## config.mk

```make
export PLATFORM = sky130hd
export DESIGN_NAME = cel_rle_row_decoder
export DESIGN_NICKNAME = d
export VERILOG_FILES = /design/src/rtl/crd_pkg.sv /design/src/rtl/cel_rle_row_decoder.sv /design/src/rtl/crd_front.sv /design/src/rtl/crd_queue.sv /design/src/rtl/crd_back.sv
export SDC_FILE = /design/constraint.sdc
export NUM_CORES = 1
export LEC_CHECK = 0
export BUFFER_PORTS_ARGS = -buffer_cell sky130_fd_sc_hd__buf_2
export CORE_MARGIN = 3
export CORE_UTILIZATION = 55
export DETAILED_ROUTE_END_ITERATION = 8
export PLACE_DENSITY_LB_ADDON = 0.2
export SLEW_MARGIN = 15
export SYNTH_ARGS = -nofsm -noshare
export SYNTH_HDL_FRONTEND = slang
export SYNTH_SLANG_ARGS = --single-unit
```

## constraint.sdc

```tcl
create_clock -name clock -period 12.6 [get_ports clock]
set_input_delay 2.52 -clock clock [delete_from_list [all_inputs] [get_ports clock]]
set_output_delay 2.52 -clock clock [all_outputs]
set_load 0.02 [all_outputs]
```

## src/rtl/crd_pkg.sv

```systemverilog
// shared types and constants for the rle row decoder
`timescale 1ns / 1ps
package crd_pkg;

   // code byte layout
   localparam int unsigned CODE_W   = 8;
   localparam int unsigned NIB_W    = 4;
   localparam int unsigned NIB_MASK = 'hf;

   // configuration register indexes
   localparam int unsigned CSR_IDX_W = 8;
   localparam logic [CSR_IDX_W-1:0] CSR_PIXELS_PER_ROW = 8'd0;
   localparam logic [CSR_IDX_W-1:0] CSR_ROWS_PER_CEL   = 8'd1;
   localparam logic [CSR_IDX_W-1:0] CSR_TRANS_COLOR    = 8'd2;
   localparam logic [CSR_IDX_W-1:0] CSR_MIRROR         = 8'd3;

   // queue depth
   localparam int unsigned QUEUE_DEPTH = 2;
   localparam int unsigned QUEUE_PTR_W = 1;
   localparam int unsigned QUEUE_CNT_W = 2;

   // classified code byte
   typedef struct packed {
      logic             row_end;
      logic [NIB_W-1:0] color;
      logic [NIB_W-1:0] length;
   } item_type;

   // configuration seen by the back end
   typedef struct packed {
      logic [7:0]       pixels_per_row;
      logic [7:0]       rows_per_cel;
      logic [NIB_W-1:0] transparent_color;
      logic             mirror_enable;
   } cfg_type;

   // one run descriptor
   typedef struct packed {
      logic [7:0]       run_row;
      logic [7:0]       run_start;
      logic [7:0]       run_length;
      logic [NIB_W-1:0] run_color;
      logic             is_fill;
      logic             row_last;
      logic             cel_last;
      logic             was_clipped;
      logic             was_ignored;
   } result_type;

endpackage

```

## src/rtl/cel_rle_row_decoder.sv

```systemverilog
// top level of the sprite cel run-length row decoder
//
//  channel  direction  handshake        payload
//  req      in         valid / stall    code_byte
//  rsp      out        valid / stall    run_row .. was_ignored
//  csr      in         valid / ready    index, data
//
// one code byte in and one run descriptor out per cycle while rsp is not
// stalled; the back end computes each byte's row/column update combinationally.
// a req transfer is written to a queue entry and then to the output register
// before rsp valid rises.
// synchronous reset clears position, queue and valid flags; config regs reset to 0.
// rsp stall fills the queue and then raises req stall; csr is always ready.
`timescale 1ns / 1ps
module cel_rle_row_decoder
   import crd_pkg::*;
(
   input  logic                 clock,
   input  logic                 reset,
   input  logic                 req_valid,
   output logic                 req_stall,
   input  logic [CODE_W-1:0]    req_code_byte,
   output logic                 rsp_valid,
   input  logic                 rsp_stall,
   output logic [7:0]           rsp_run_row,
   output logic [7:0]           rsp_run_start,
   output logic [7:0]           rsp_run_length,
   output logic [NIB_W-1:0]     rsp_run_color,
   output logic                 rsp_is_fill,
   output logic                 rsp_row_last,
   output logic                 rsp_cel_last,
   output logic                 rsp_was_clipped,
   output logic                 rsp_was_ignored,
   input  logic                 csr_valid,
   output logic                 csr_ready,
   input  logic [CSR_IDX_W-1:0] csr_index,
   input  logic [7:0]           csr_data
);

   cfg_type    cfg_ff, cfg_in;
   item_type   front_item;
   item_type   queue_item;
   logic       queue_full;
   logic       queue_not_empty;
   logic       queue_pop;
   logic       req_xfer;
   result_type result;

   assign csr_ready = 1'b1;
   assign req_stall = queue_full;
   assign req_xfer  = req_valid && !queue_full;

   // configuration register writes
   always_comb begin
      cfg_in = cfg_ff;
      if (csr_valid && csr_ready) begin
         unique case (csr_index)
            CSR_PIXELS_PER_ROW: cfg_in.pixels_per_row    = csr_data;
            CSR_ROWS_PER_CEL:   cfg_in.rows_per_cel      = csr_data;
            CSR_TRANS_COLOR:    cfg_in.transparent_color = csr_data[NIB_W-1:0];
            CSR_MIRROR:         cfg_in.mirror_enable     = csr_data[0];
            default:            cfg_in = cfg_ff;
         endcase
      end
   end

   always_ff @(posedge clock) begin
      if (reset) begin
         cfg_ff <= '0;
      end else begin
         cfg_ff <= cfg_in;
      end
   end

   crd_front u_front (
      .code_byte (req_code_byte),
      .item      (front_item)
   );

   crd_queue u_queue (
      .clock     (clock),
      .reset     (reset),
      .push      (req_xfer),
      .push_item (front_item),
      .full      (queue_full),
      .pop       (queue_pop),
      .not_empty (queue_not_empty),
      .pop_item  (queue_item)
   );

   crd_back u_back (
      .clock      (clock),
      .reset      (reset),
      .cfg        (cfg_ff),
      .item_valid (queue_not_empty),
      .item       (queue_item),
      .item_pop   (queue_pop),
      .rsp_valid  (rsp_valid),
      .rsp_stall  (rsp_stall),
      .rsp_result (result)
   );

   // result fields to ports
   assign rsp_run_row     = result.run_row;
   assign rsp_run_start   = result.run_start;
   assign rsp_run_length  = result.run_length;
   assign rsp_run_color   = result.run_color;
   assign rsp_is_fill     = result.is_fill;
   assign rsp_row_last    = result.row_last;
   assign rsp_cel_last    = result.cel_last;
   assign rsp_was_clipped = result.was_clipped;
   assign rsp_was_ignored = result.was_ignored;

endmodule

```

## src/rtl/crd_front.sv

```systemverilog
// front end: splits a code byte into run or row terminator
`timescale 1ns / 1ps
module crd_front
   import crd_pkg::*;
(
   input  logic [CODE_W-1:0] code_byte,
   output item_type          item
);

   // zero ends the row, else color in high nibble and length in low nibble
   always_comb begin
      item.row_end = (code_byte == '0);
      item.color   = code_byte[CODE_W-1:NIB_W];
      item.length  = code_byte[NIB_W-1:0] & NIB_W'(NIB_MASK);
   end

endmodule

```

## src/rtl/crd_queue.sv

```systemverilog
// short queue of classified items between front and back end
`timescale 1ns / 1ps
module crd_queue
   import crd_pkg::*;
(
   input  logic     clock,
   input  logic     reset,
   input  logic     push,
   input  item_type push_item,
   output logic     full,
   input  logic     pop,
   output logic     not_empty,
   output item_type pop_item
);

   item_type               slot_ff [QUEUE_DEPTH];
   logic [QUEUE_PTR_W-1:0] wr_ptr_ff, wr_ptr_in;
   logic [QUEUE_PTR_W-1:0] rd_ptr_ff, rd_ptr_in;
   logic [QUEUE_CNT_W-1:0] count_ff, count_in;

   assign full      = (count_ff == QUEUE_CNT_W'(QUEUE_DEPTH));
   assign not_empty = (count_ff != '0);
   assign pop_item  = slot_ff[rd_ptr_ff];

   // pointer and count update
   always_comb begin
      wr_ptr_in = wr_ptr_ff + QUEUE_PTR_W'(push);
      rd_ptr_in = rd_ptr_ff + QUEUE_PTR_W'(pop);
      count_in  = count_ff + QUEUE_CNT_W'(push) - QUEUE_CNT_W'(pop);
   end

   always_ff @(posedge clock) begin
      if (reset) begin
         wr_ptr_ff <= '0;
         rd_ptr_ff <= '0;
         count_ff  <= '0;
      end else begin
         wr_ptr_ff <= wr_ptr_in;
         rd_ptr_ff <= rd_ptr_in;
         count_ff  <= count_in;
      end
   end

   // storage, no reset
   always_ff @(posedge clock) begin
      if (push) begin
         slot_ff[wr_ptr_ff] <= push_item;
      end
   end

endmodule

```

## src/rtl/crd_back.sv

```systemverilog
// back end: tracks row and column, builds run descriptors
`timescale 1ns / 1ps
module crd_back
   import crd_pkg::*;
(
   input  logic       clock,
   input  logic       reset,
   input  cfg_type    cfg,
   input  logic       item_valid,
   input  item_type   item,
   output logic       item_pop,
   output logic       rsp_valid,
   input  logic       rsp_stall,
   output result_type rsp_result
);

   logic [7:0] column_ff, column_in;
   logic [7:0] row_ff, row_in;
   logic       complete_ff, complete_in;
   logic       rsp_valid_ff, rsp_valid_in;
   result_type result_ff, result_in;

   logic       ignore;
   logic [7:0] start;
   logic [7:0] left;
   logic [7:0] run_len;
   logic [7:0] run_end;
   logic [7:0] row_next;

   // take an item when the output slot is free or being emptied
   assign item_pop  = item_valid && (!rsp_valid_ff || !rsp_stall);
   assign rsp_valid = rsp_valid_ff;
   assign rsp_result = result_ff;

   // decode against current position
   always_comb begin
      ignore = (cfg.pixels_per_row == '0) || (cfg.rows_per_cel == '0) || complete_ff
               || (row_ff >= cfg.rows_per_cel);
      start    = (column_ff < cfg.pixels_per_row) ? column_ff : cfg.pixels_per_row;
      left     = cfg.pixels_per_row - start;
      row_next = row_ff + 8'd1;

      column_in   = column_ff;
      row_in      = row_ff;
      complete_in = complete_ff;
      result_in   = '0;

      if (item.row_end) begin
         run_len = left;
      end else if ({4'd0, item.length} > left) begin
         run_len = left;
      end else begin
         run_len = {4'd0, item.length};
      end
      run_end = start + run_len;

      if (ignore) begin
         result_in.was_ignored = 1'b1;
      end else begin
         result_in.run_row    = row_ff;
         result_in.run_start  = cfg.mirror_enable ? (cfg.pixels_per_row - run_end) : start;
         result_in.run_length = run_len;
         if (item.row_end) begin
            result_in.run_color = cfg.transparent_color;
            result_in.is_fill   = 1'b1;
            result_in.row_last  = 1'b1;
            result_in.cel_last  = (row_next == cfg.rows_per_cel);
            column_in   = '0;
            row_in      = row_next;
            complete_in = (row_next == cfg.rows_per_cel);
         end else begin
            result_in.run_color   = item.color;
            result_in.was_clipped = ({4'd0, item.length} > left);
            column_in = run_end;
         end
      end
   end

   // output slot valid
   always_comb begin
      priority if (item_pop) begin
         rsp_valid_in = 1'b1;
      end else if (!rsp_stall) begin
         rsp_valid_in = 1'b0;
      end else begin
         rsp_valid_in = rsp_valid_ff;
      end
   end

   always_ff @(posedge clock) begin
      if (reset) begin
         column_ff    <= '0;
         row_ff       <= '0;
         complete_ff  <= 1'b0;
         rsp_valid_ff <= 1'b0;
      end else begin
         rsp_valid_ff <= rsp_valid_in;
         if (item_pop) begin
            column_ff   <= column_in;
            row_ff      <= row_in;
            complete_ff <= complete_in;
         end
      end
   end

   // result payload, no reset
   always_ff @(posedge clock) begin
      if (item_pop) begin
         result_ff <= result_in;
      end
   end

endmodule
```

After elaboration in Yosys (flattened, before gate mapping)
Memory sizes are Yosys's and may differ from the RTL's. A register that Yosys moved wholly into a read port is not among the register bits.
Cells that the tools add are included.

word-level totals
  bits in writable memories = 18
  memories kept = 1
  logic and storage cells = 75
  bits of input ports = 29
  register bits = 76

memories
  name             words  width  read ports  clocked after Yosys merged registers in  wr ports  RTL line         RTL
  u_queue.slot_ff  2      9      1           1                                        1         crd_queue.sv:16  item_type slot_ff [QUEUE_DEPTH];

operators by class
  order comparisons = 3
  bitwise gates (word level) = 2
  equal/unequal tests = 6
  reduce and logical (&&, ||, !) cells = 22
  muxes and demuxes = 13
  add/subtract/negate cells = 8

operator list
  kind                                                                      count
  8-bit two-way mux                                                         5
  8-bit zero test                                                           4
  8-bit by 2-bit equality test with 1-bit output (second input constant)    2
  8-bit subtractor                                                          2
  2-bit AND reduction                                                       5
  8-bit by 1-bit adder with 8-bit output (second input constant)            1
  8-bit adder                                                               1
  8-bit by 1-bit equality test with 1-bit output (second input constant)    1
  8-bit equality test                                                       1
  8-bit greater-or-equal comparator                                         1
  4-bit by 8-bit > comparator with 1-bit output                             1
  8-bit less-than comparator                                                1
  1-bit two-way mux                                                         6
  1-bit logical OR                                                          4
  4-bit two-way mux                                                         1
  2-bit OR reduction                                                        2
  1-bit zero test                                                           3
  3-bit two-way mux                                                         1
  3-bit AND reduction                                                       1
  1-bit adder                                                               2
  2-bit by 1-bit adder with 2-bit output                                    1
  2-bit equality test (second input constant)                               1
  1-bit logical AND                                                         2
  2-bit by 1-bit inequality test with 1-bit output (second input constant)  1
  3 further kinds                                                           4

Longest topological paths before layout
Gate-level depths: netlist of the first run.

  word-level depth = 9
  gate-level depth with buffers = 41
  depth with buffers taken out = 39

By module
From an unflattened synthesis of the first run, not the netlist that was laid out.

unflattened totals
  cells, all modules = 613
  area, all modules = 6,097.1 sq um

modules (own cells, without submodules)
  module               area an instance (sq um)  instances  sequential area each (sq um)  cells each
  crd_back             4,231.6                   1          1,321.3                       469
  cel_rle_row_decoder  934.6                     1          420.4                         86
  crd_queue            852.1                     1          620.6                         47
  crd_front            78.8                      1          0.0                           11

Worst setup path after synthesis of the first run
No wires, ideal clock.

  kind = reg2reg
  start point = reg cfg_ff[15] (netlist bit)
  end point = reg u_back.result_ff, in the netlist u_back.rsp_result[24] (data pin)
  setup time = 0.262 ns
  clock period less this slack = 8.006 ns
  path buffers = 2
  arrival time = 7.744 ns
  setup slack = 4.594 ns
  data required time = 12.338 ns
  stages on the path, launching flop included = 39
  cells stage by stage = dfxtp_1 inv_1 ha_1 or4_1 a21oi_2 nor3_2 nor2_2 buf_2 clkbuf_1 nand2_1 o21ai_0 ha_1 inv_1 ha_1 inv_1 o31ai_1 a221o_1 ha_1 (+3 left out) mux2_2 nor4bb_1 nor2_1 o21ai_0 ha_1 a21o_1 maj3_2 xnor2_1 ha_1 inv_1 a21oi_1 o21ai_0 nand2b_1 a21o_1 a21oi_1 xnor3_1 o311ai_1 mux2_1

on the way
  cells in the longest elaborated chain, start to end = 9
  elaborated cells on any way between the ends = 13
  those cells by class = add/sub: 3; order compare: 2; mux: 4; reduce/logical: 4

RTL lines
  item                                           RTL line                   RTL
  from (decl)                                    cel_rle_row_decoder.sv:40  cfg_type cfg_ff, cfg_in;
  from (signal assigned)                         cel_rle_row_decoder.sv:71  cfg_ff <= cfg_in;
  8-bit less-than comparator                     crd_back.sv:39             start = (column_ff < cfg.pixels_per_row) ? column_ff : cfg.pixels_per_row;
  8-bit two-way mux                              crd_back.sv:39
  8-bit subtractor *                             crd_back.sv:40             left = cfg.pixels_per_row - start;
  4-bit by 8-bit > comparator with 1-bit output  crd_back.sv:50             end else if ({4'd0, item.length} > left) begin
  8-bit two-way mux                              crd_back.sv:50
  8-bit two-way mux *                            crd_back.sv:48             if (item.row_end) begin
  net u_back.run_len[1]                          crd_back.sv:26             logic [7:0] run_len;
  8-bit adder *                                  crd_back.sv:55             run_end = start + run_len;
  8-bit subtractor *                             crd_back.sv:61             result_in.run_start = cfg.mirror_enable ? (cfg.pixels_per_row - run_end) : start;
  8-bit two-way mux *                            crd_back.sv:61
  to (signal assigned)                           crd_back.sv:109            result_ff <= result_in;
  to (decl)                                      crd_back.sv:21             result_type result_ff, result_in;

The timed path passes the listed nets; every way through them passes the cells marked *.
A chain may end at the register's enable or synchronous reset.

Worst setup path in the final report of the first run
  start point = reg cfg_ff[16] (netlist bit)
  end point = reg u_back.result_ff, in the netlist u_back.rsp_result[24] (data pin)

The elaborated chain is that of the path after synthesis.

==> results of run 1 <==
worst min-delay path by stage:
stage | depth (start not counted) | startpoint | slack (ps) | to
after floorplan | 2 | u_back.complete_ff$_SDFFE_PP0P_ | 430 | u_back.complete_ff$_SDFFE_PP0P_
after global placement | 2 | u_back.complete_ff$_SDFFE_PP0P_ | 440 | u_back.complete_ff$_SDFFE_PP0P_
after detailed placement | 2 | u_back.complete_ff$_SDFFE_PP0P_ | 450 | u_back.complete_ff$_SDFFE_PP0P_
after CTS | 2 | u_back.complete_ff$_SDFFE_PP0P_ | 460 | u_back.complete_ff$_SDFFE_PP0P_
after global routing | 2 | u_back.complete_ff$_SDFFE_PP0P_ | 490 | u_back.complete_ff$_SDFFE_PP0P_
final | 2 | u_back.complete_ff$_SDFFE_PP0P_ | 460 | u_back.complete_ff$_SDFFE_PP0P_
sequential cells by signal, summed over array words and instances (netlist names):
register / flops
u_queue.rd_ptr_ff: 1
u_back.row_ff: 8
u_queue.count_ff: 2
u_back.rsp_valid: 1
cfg_ff: 21
u_queue.slot_ff: 18
u_back.column_ff: 8
u_back.complete_ff: 1
u_queue.wr_ptr_ff: 1
u_back.rsp_result: 32
layout make-up:
type / instances / area, um^2
Multi-Input combinational cell: 442 / 3170
Fill cell: 820 / 3550
Clock buffer: 12 / 156
Timing Repair Buffer: 69 / 360
Clock inverter: 4 / 37.5
Inverter: 41 / 154
Sequential cell: 93 / 2360
Tap cell: 133 / 166
cell usage in the layout (no fill, tap or decap), types with 9 or more instances in the layout:
master     n
mux2i_1   30
ha_1      41
nand2_1   42
nor2_1    87
inv_1     41
xor2_1    12
a21o_1    12
buf_2     63
xnor2_1   24
edfxtp_1  50
nor4_1     9
nand2b_1  13
clkbuf_8   9
o21ai_0   12
nand3_1    9
a21oi_1   23
nor2b_1   17
dfxtp_1   43
a211oi_1  16
cells by family (layout without fill, tap and decap cells):
group / after synthesis / in the layout / synth area share [%]
other: 1 / 1 / 0.0652
DFF: 93 / 93 / 41.1
buffers and inverters: 62 / 126 / 4.20
adders and majority gates: 45 / 45 / 9.98
xor gates and xnor gates: 37 / 37 / 5.87
muxes: 37 / 37 / 6.63
and+or+nand+nor: 211 / 211 / 17.8
AOI/OAI and AO/OA: 111 / 111 / 14.4
layer usage:
layer / track usage (%) / vias to the layer above / part of all wire [%]
li1: - / 2242 / -
met1: 29.1 / 2139 / 44
met2: 39.2 / 105 / 49
met3: 6.51 / 23 / 5.9
met4: 6.40 / 0 / 1.6
met5: 0 / - / 0
synthesized netlist by cell type (all sizes together) (2+ instances only):
master / n / area share, %
a211oi: 18 / 2.7
a21o: 12 / 1.6
a21oi: 26 / 2.5
a2bb2oi: 3 / 0.46
a31o: 2 / 0.30
a31oi: 5 / 0.54
and2: 2 / 0.22
buf: 5 / 0.48
clkbuf: 16 / 1.0
dfxtp: 43 / 15
edfxtp: 50 / 26
fa: 2 / 0.70
ha: 41 / 8.9
inv: 41 / 2.7
maj3: 2 / 0.37
mux2: 6 / 1.2
mux2i: 31 / 5.4
nand2: 42 / 2.7
nand2b: 13 / 1.4
nand3: 10 / 1.1
nand3b: 2 / 0.26
nand4: 3 / 0.33
nor2: 89 / 5.9
nor2b: 17 / 1.8
nor3: 6 / 0.61
nor3b: 2 / 0.26
nor4: 9 / 0.98
o2111ai: 3 / 0.57
o211ai: 6 / 0.87
o21a: 4 / 0.52
o21ai: 18 / 1.6
o221a: 2 / 0.54
or3: 7 / 0.78
or4: 3 / 0.39
xnor2: 24 / 3.7
xor2: 12 / 1.8
where the power goes:
| group | total [mW] | switching, mW | internal, mW | leakage (nW) |
|---|---|---|---|---|
| logic | 0.298 | 0.188 | 0.110 | 1.67 |
| clock network | 0.202 | 0.114 | 0.0876 | 0.0990 |
| registers | 0.404 | 0.0217 | 0.382 | 0.830 |
| total | 0.904 | 0.323 | 0.580 | 2.60 |
per-stage QoR:
stage                     cells  setup slack (ps)  power [mW]
final                       794              3610       0.904
after global routing        794              2750       0.955
after CTS                   794              3590       0.909
after detailed placement    778              3750       0.709
after global placement      778              3890       0.705
after floorplan             597              4590       0.626
tightest hold or removal path: stages, from the launching register on:
cell,delay (ps)
dfxtp_1,330
inv_1,50
a21oi_1,50
==> metrics.txt, run 1 <==
outcome=completed; Final Critical Period=8990 ps; worst-margin pin slew=836 ps; #FFs+latches synth=93; worst vdd ir=0.123 mV; all-layer global routing usage=23.1%; layout cells sized above 1=17.1%; r2r startpoint=cfg_ff[16]$_SDFFE_PP0P_; R2R Setup Slk=3610 ps; Leak=2.60 nW; 1st-iter DRT viols=285; Top Family by Delay on Critical Path=compound AO/OA/AOI/OAI gates; GP Congestion=0.937; Max Root-Sink Buffers=2; CTS resizes=0; Mapped Avg Cell Area=9.63 um^2; Setup TNS Final=0 ps; Hold Path Class=reg2reg; final hold viol count=0; first-pass GRT wire length=21.1 mm; first-pass iteration count of the detailed router=4; Die Wd=108 um; slowest CP cell=nor2_2; max-slew violations=0; H-tree depth=3; Detailed Route WL=12.9 mm; PwrDens=141 nW/um^2; critical-path maximum fanout=22; synthesized instance count=597; setup bufs post-CTS=0; initial core utilization=57.8%; clk slew on worst S/H paths=100 ps; DIE AREA=11700 um^2; n_diodes=0; die height=108 um; Critical Path RT=12720 ps; initial antenna violation count=0; clock skew=18.0 ps; RSZ-0062 raised after global routing=no; Layout Nets=728; CP endpoint kind=register; Main synth FF type=edfxtp_1; vias per cell=5.68; cts bufs inserted=9; final setup violation count=0; final instance area=6410 um^2; # IOs=65; largest net degree at the start of global routing=44; CP peak stage delay=590 ps; r2r worst-path depth=36; Worst Setup SP=cfg_ff[16]$_SDFFE_PP0P_; post-synthesis sequential area ratio=41.1%; Max Clock Freq=111 MHz; syn_nets=669; CP startpoint kind=register; Clk Latency, worst-skew pair=380 ps; # rows=36; CTS sink cnt=93; period utilization=71.4%; Area Overhead vs Synth=11.4%; reg2reg end=u_back.rsp_result[24]$_SDFFCE_PP0P_; Port Buffers=63; Synth Warn #=0; Max transition margin=44.3%; EDFF count, synth=50; CTS tree=built; Root Buffer=clkbuf_8; type of the worst setup path=reg2reg; CP Buf/Inv Count=4; Detail Placement HPWL=9.79 mm; Residual DRC=0; post-synth cell types=75; grt ovf=0; post-route ant nets=0; max_cap viols=0; vias=4509; Final Core Density=64.4%; share of synthesized registers carrying an async set or reset=0%; vias in the first global route=4425; Core ar.=9950 um^2; hold_buf cts=0; DP Area=6210 um^2; Top cell by count, worst path=ha_1; WP depth=36; WL/cell=16.3 um; Synth Cell Area=5750 um^2; crit path to=u_back.rsp_result[24]$_SDFFCE_PP0P_; Hold WS=464 ps; CP arrival=9110 ps
(Power assumes the default switching activity.)
==> run 2, diff against run 1 <==
--- a/config.mk
+++ b/config.mk
@@ -5,6 +5,7 @@
 export SDC_FILE = /design/constraint.sdc
 export NUM_CORES = 1
 export LEC_CHECK = 0
+export ABC_AREA = 1
 export BUFFER_PORTS_ARGS = -buffer_cell sky130_fd_sc_hd__buf_2
 export CORE_MARGIN = 3
 export CORE_UTILIZATION = 55
==> constraint.sdc (replaced) <==
create_clock -name clock -period 9.1 [get_ports clock]
set_input_delay 1.82 -clock clock [delete_from_list [all_inputs] [get_ports clock]]
set_output_delay 1.82 -clock clock [all_outputs]
set_load 0.02 [all_outputs]
==> run 2 against run 1 <==
Effect of this change: worst hold slack worse by 5.1 ps; non-clock buffer count fell by 5; routed wire length up 0.46%; global-route usage grew 0.62 points; worst setup slack worse by 1600 ps; clock-buffer cell count down 2; critical path type unchanged; largest cell class unchanged.
==> metrics.txt, run 2 <==
vias in the first global route=4415; Critical Path RT=9240 ps; initial core utilization=56.8%; #FFs+latches synth=93; Final Core Density=62.6%; RSZ-0062 raised after global routing=no; post-route ant nets=0; final hold viol count=0; Design Power=1.23 mW; # rows=36; CTS tree=built; Reg area=2360 um^2; share of synthesized registers carrying an async set or reset=0%; WL/cell=15.1 um; Detailed Route WL=13.0 mm; worst vdd ir=0.195 mV; Residual DRC=0; Port Buffers=63; Final Critical Period=7090 ps; syn_nets=736; Top Family by Delay on Critical Path=simple AND/OR/NAND/NOR gates; CP endpoint kind=register; max FFs per register=32; dpl cells=845; final instance area=6120 um^2; multi-input logic area=2720 um^2; Root Buffer=clkbuf_8; 1st-iter DRT viols=244; die height=106 um; DIE AREA=11300 um^2; all-layer global routing usage=23.8%; Synth Cell Area=5550 um^2; # IOs=65; first-pass iteration count of the detailed router=7; Area Overhead vs Synth=10.2%; vias per cell=5.43; EDFF count, synth=50; layer with the highest usage=met2; CP startpoint kind=register; # fillers=913; Max transition margin=40.8%; worst-margin pin slew=887 ps; slowest CP cell=dfxtp_1; CTS sink cnt=93; critical-path maximum fanout=13; first-pass GRT wire length=21.0 mm; commonest cells after routing, fill and taps aside=nand2_1, inv_1, nor2_1; count leader, synth=nand2_1; largest net degree at the start of global routing=34; Leak=2.66 nW; worst setup margin=2010 ps; DP Area=5950 um^2; CP Buf/Inv Count=6; post-synthesis sequential area ratio=42.6%; CTS resizes=0; H-tree depth=3; Setup TNS Final=0 ps; max_cap viols=0; PwrDens=201 nW/um^2; max-slew violations=0; met3 Use GR=4.07%; synthesized instance count=664; layout cells sized above 1=16.6%; Synth area leaders=edfxtp_1, dfxtp_1, ha_1; clock skew=7.46 ps; met1 usage=31.0%; final setup violation count=0; pre-CTS setup slack=2070 ps; initial antenna violation count=0; hold_buf cts=0; Main synth FF type=edfxtp_1; GP Congestion=0.911; setup bufs post-CTS=0; routing usage on met2=39.0%; CP arrival=7230 ps; period utilization=77.9%; grt ovf=0; Layout Nets=795; type of the worst setup path=reg2reg; post-synth cell types=53; CP peak stage delay=480 ps; Die Wd=106 um; cts bufs inserted=9; Synth top cells by count=nand2_1, inv_1, nor2_1, a21oi_1, edfxtp_1; outcome=completed; Synth Warn #=0; clk slew on worst S/H paths=90 ps; Hold Path Class=reg2reg; vias=4674; Max Clock Freq=141 MHz; Hold WS=459 ps; Detail Placement HPWL=10.1 mm; post-synth top area cell=edfxtp_1; final cell count without fillers=861; commonest non-fill, non-tap cell in the layout=nand2_1; top-area cell type share of the netlist area=27.1%; Top cell by count, worst path=nand2_1; Max Root-Sink Buffers=2; n_diodes=0; Core ar.=9770 um^2; Mapped Avg Cell Area=8.36 um^2; Clk Latency, worst-skew pair=370 ps
==> run 2: layout make-up <==
cell class / count / share of cell area (%)
clock buffer: 10 / 2.09
clock inverter: 6 / 0.634
inverter: 101 / 6.20
multi-input combinational: 454 / 44.5
sequential: 93 / 38.6
tap: 133 / 2.72
timing repair buffer: 64 / 5.28
==> run 2: cell families after synthesis <==
| group | share of synthesized area [%] |
|---|---|
| AND/OR/NAND/NOR | 22.5 |
| XOR/XNOR | 2.98 |
| flip-flops | 42.6 |
| AO/OA/AOI/OAI | 13.1 |
| multiplexers | 0.361 |
| other | 0.0676 |
| buffers and inverters | 8.41 |
| adder cells (fa/ha/maj) | 9.96 |
==> run 2: path summary, 6_finish.rpt <==
check                                             end  slack, ps               startpoint  cells past startpoint
setup / recovery  u_back.rsp_result[24]$_SDFFCE_PP0P_       2010  cfg_ff[14]$_SDFFE_PP0P_                     46
hold / removal                 cfg_ff[1]$_SDFFE_PP0P_        460   cfg_ff[1]$_SDFFE_PP0P_                      2
setup reg to reg  u_back.rsp_result[24]$_SDFFCE_PP0P_       2010  cfg_ff[14]$_SDFFE_PP0P_                     46
hold reg to reg                cfg_ff[1]$_SDFFE_PP0P_        460   cfg_ff[1]$_SDFFE_PP0P_                      2
==> run 2: routing by layer <==
layer	part of all wire, %	routed length [um]
met3	4.9	643
met5	0	0
met2	47	6120
met1	45	5820
met4	3.3	423
==> run 2: tightest hold or removal path, stage by stage (launching register included) <==
cell and delay, ps:
dfxtp_1 300, inv_1 60, a21oi_1 60
==> run 2: power by group <==
part / switching, mW / internal [mW]
Sequential: 0.0239 / 0.533
Combinational: 0.292 / 0.133
Clock: 0.147 / 0.0990
Total: 0.464 / 0.766
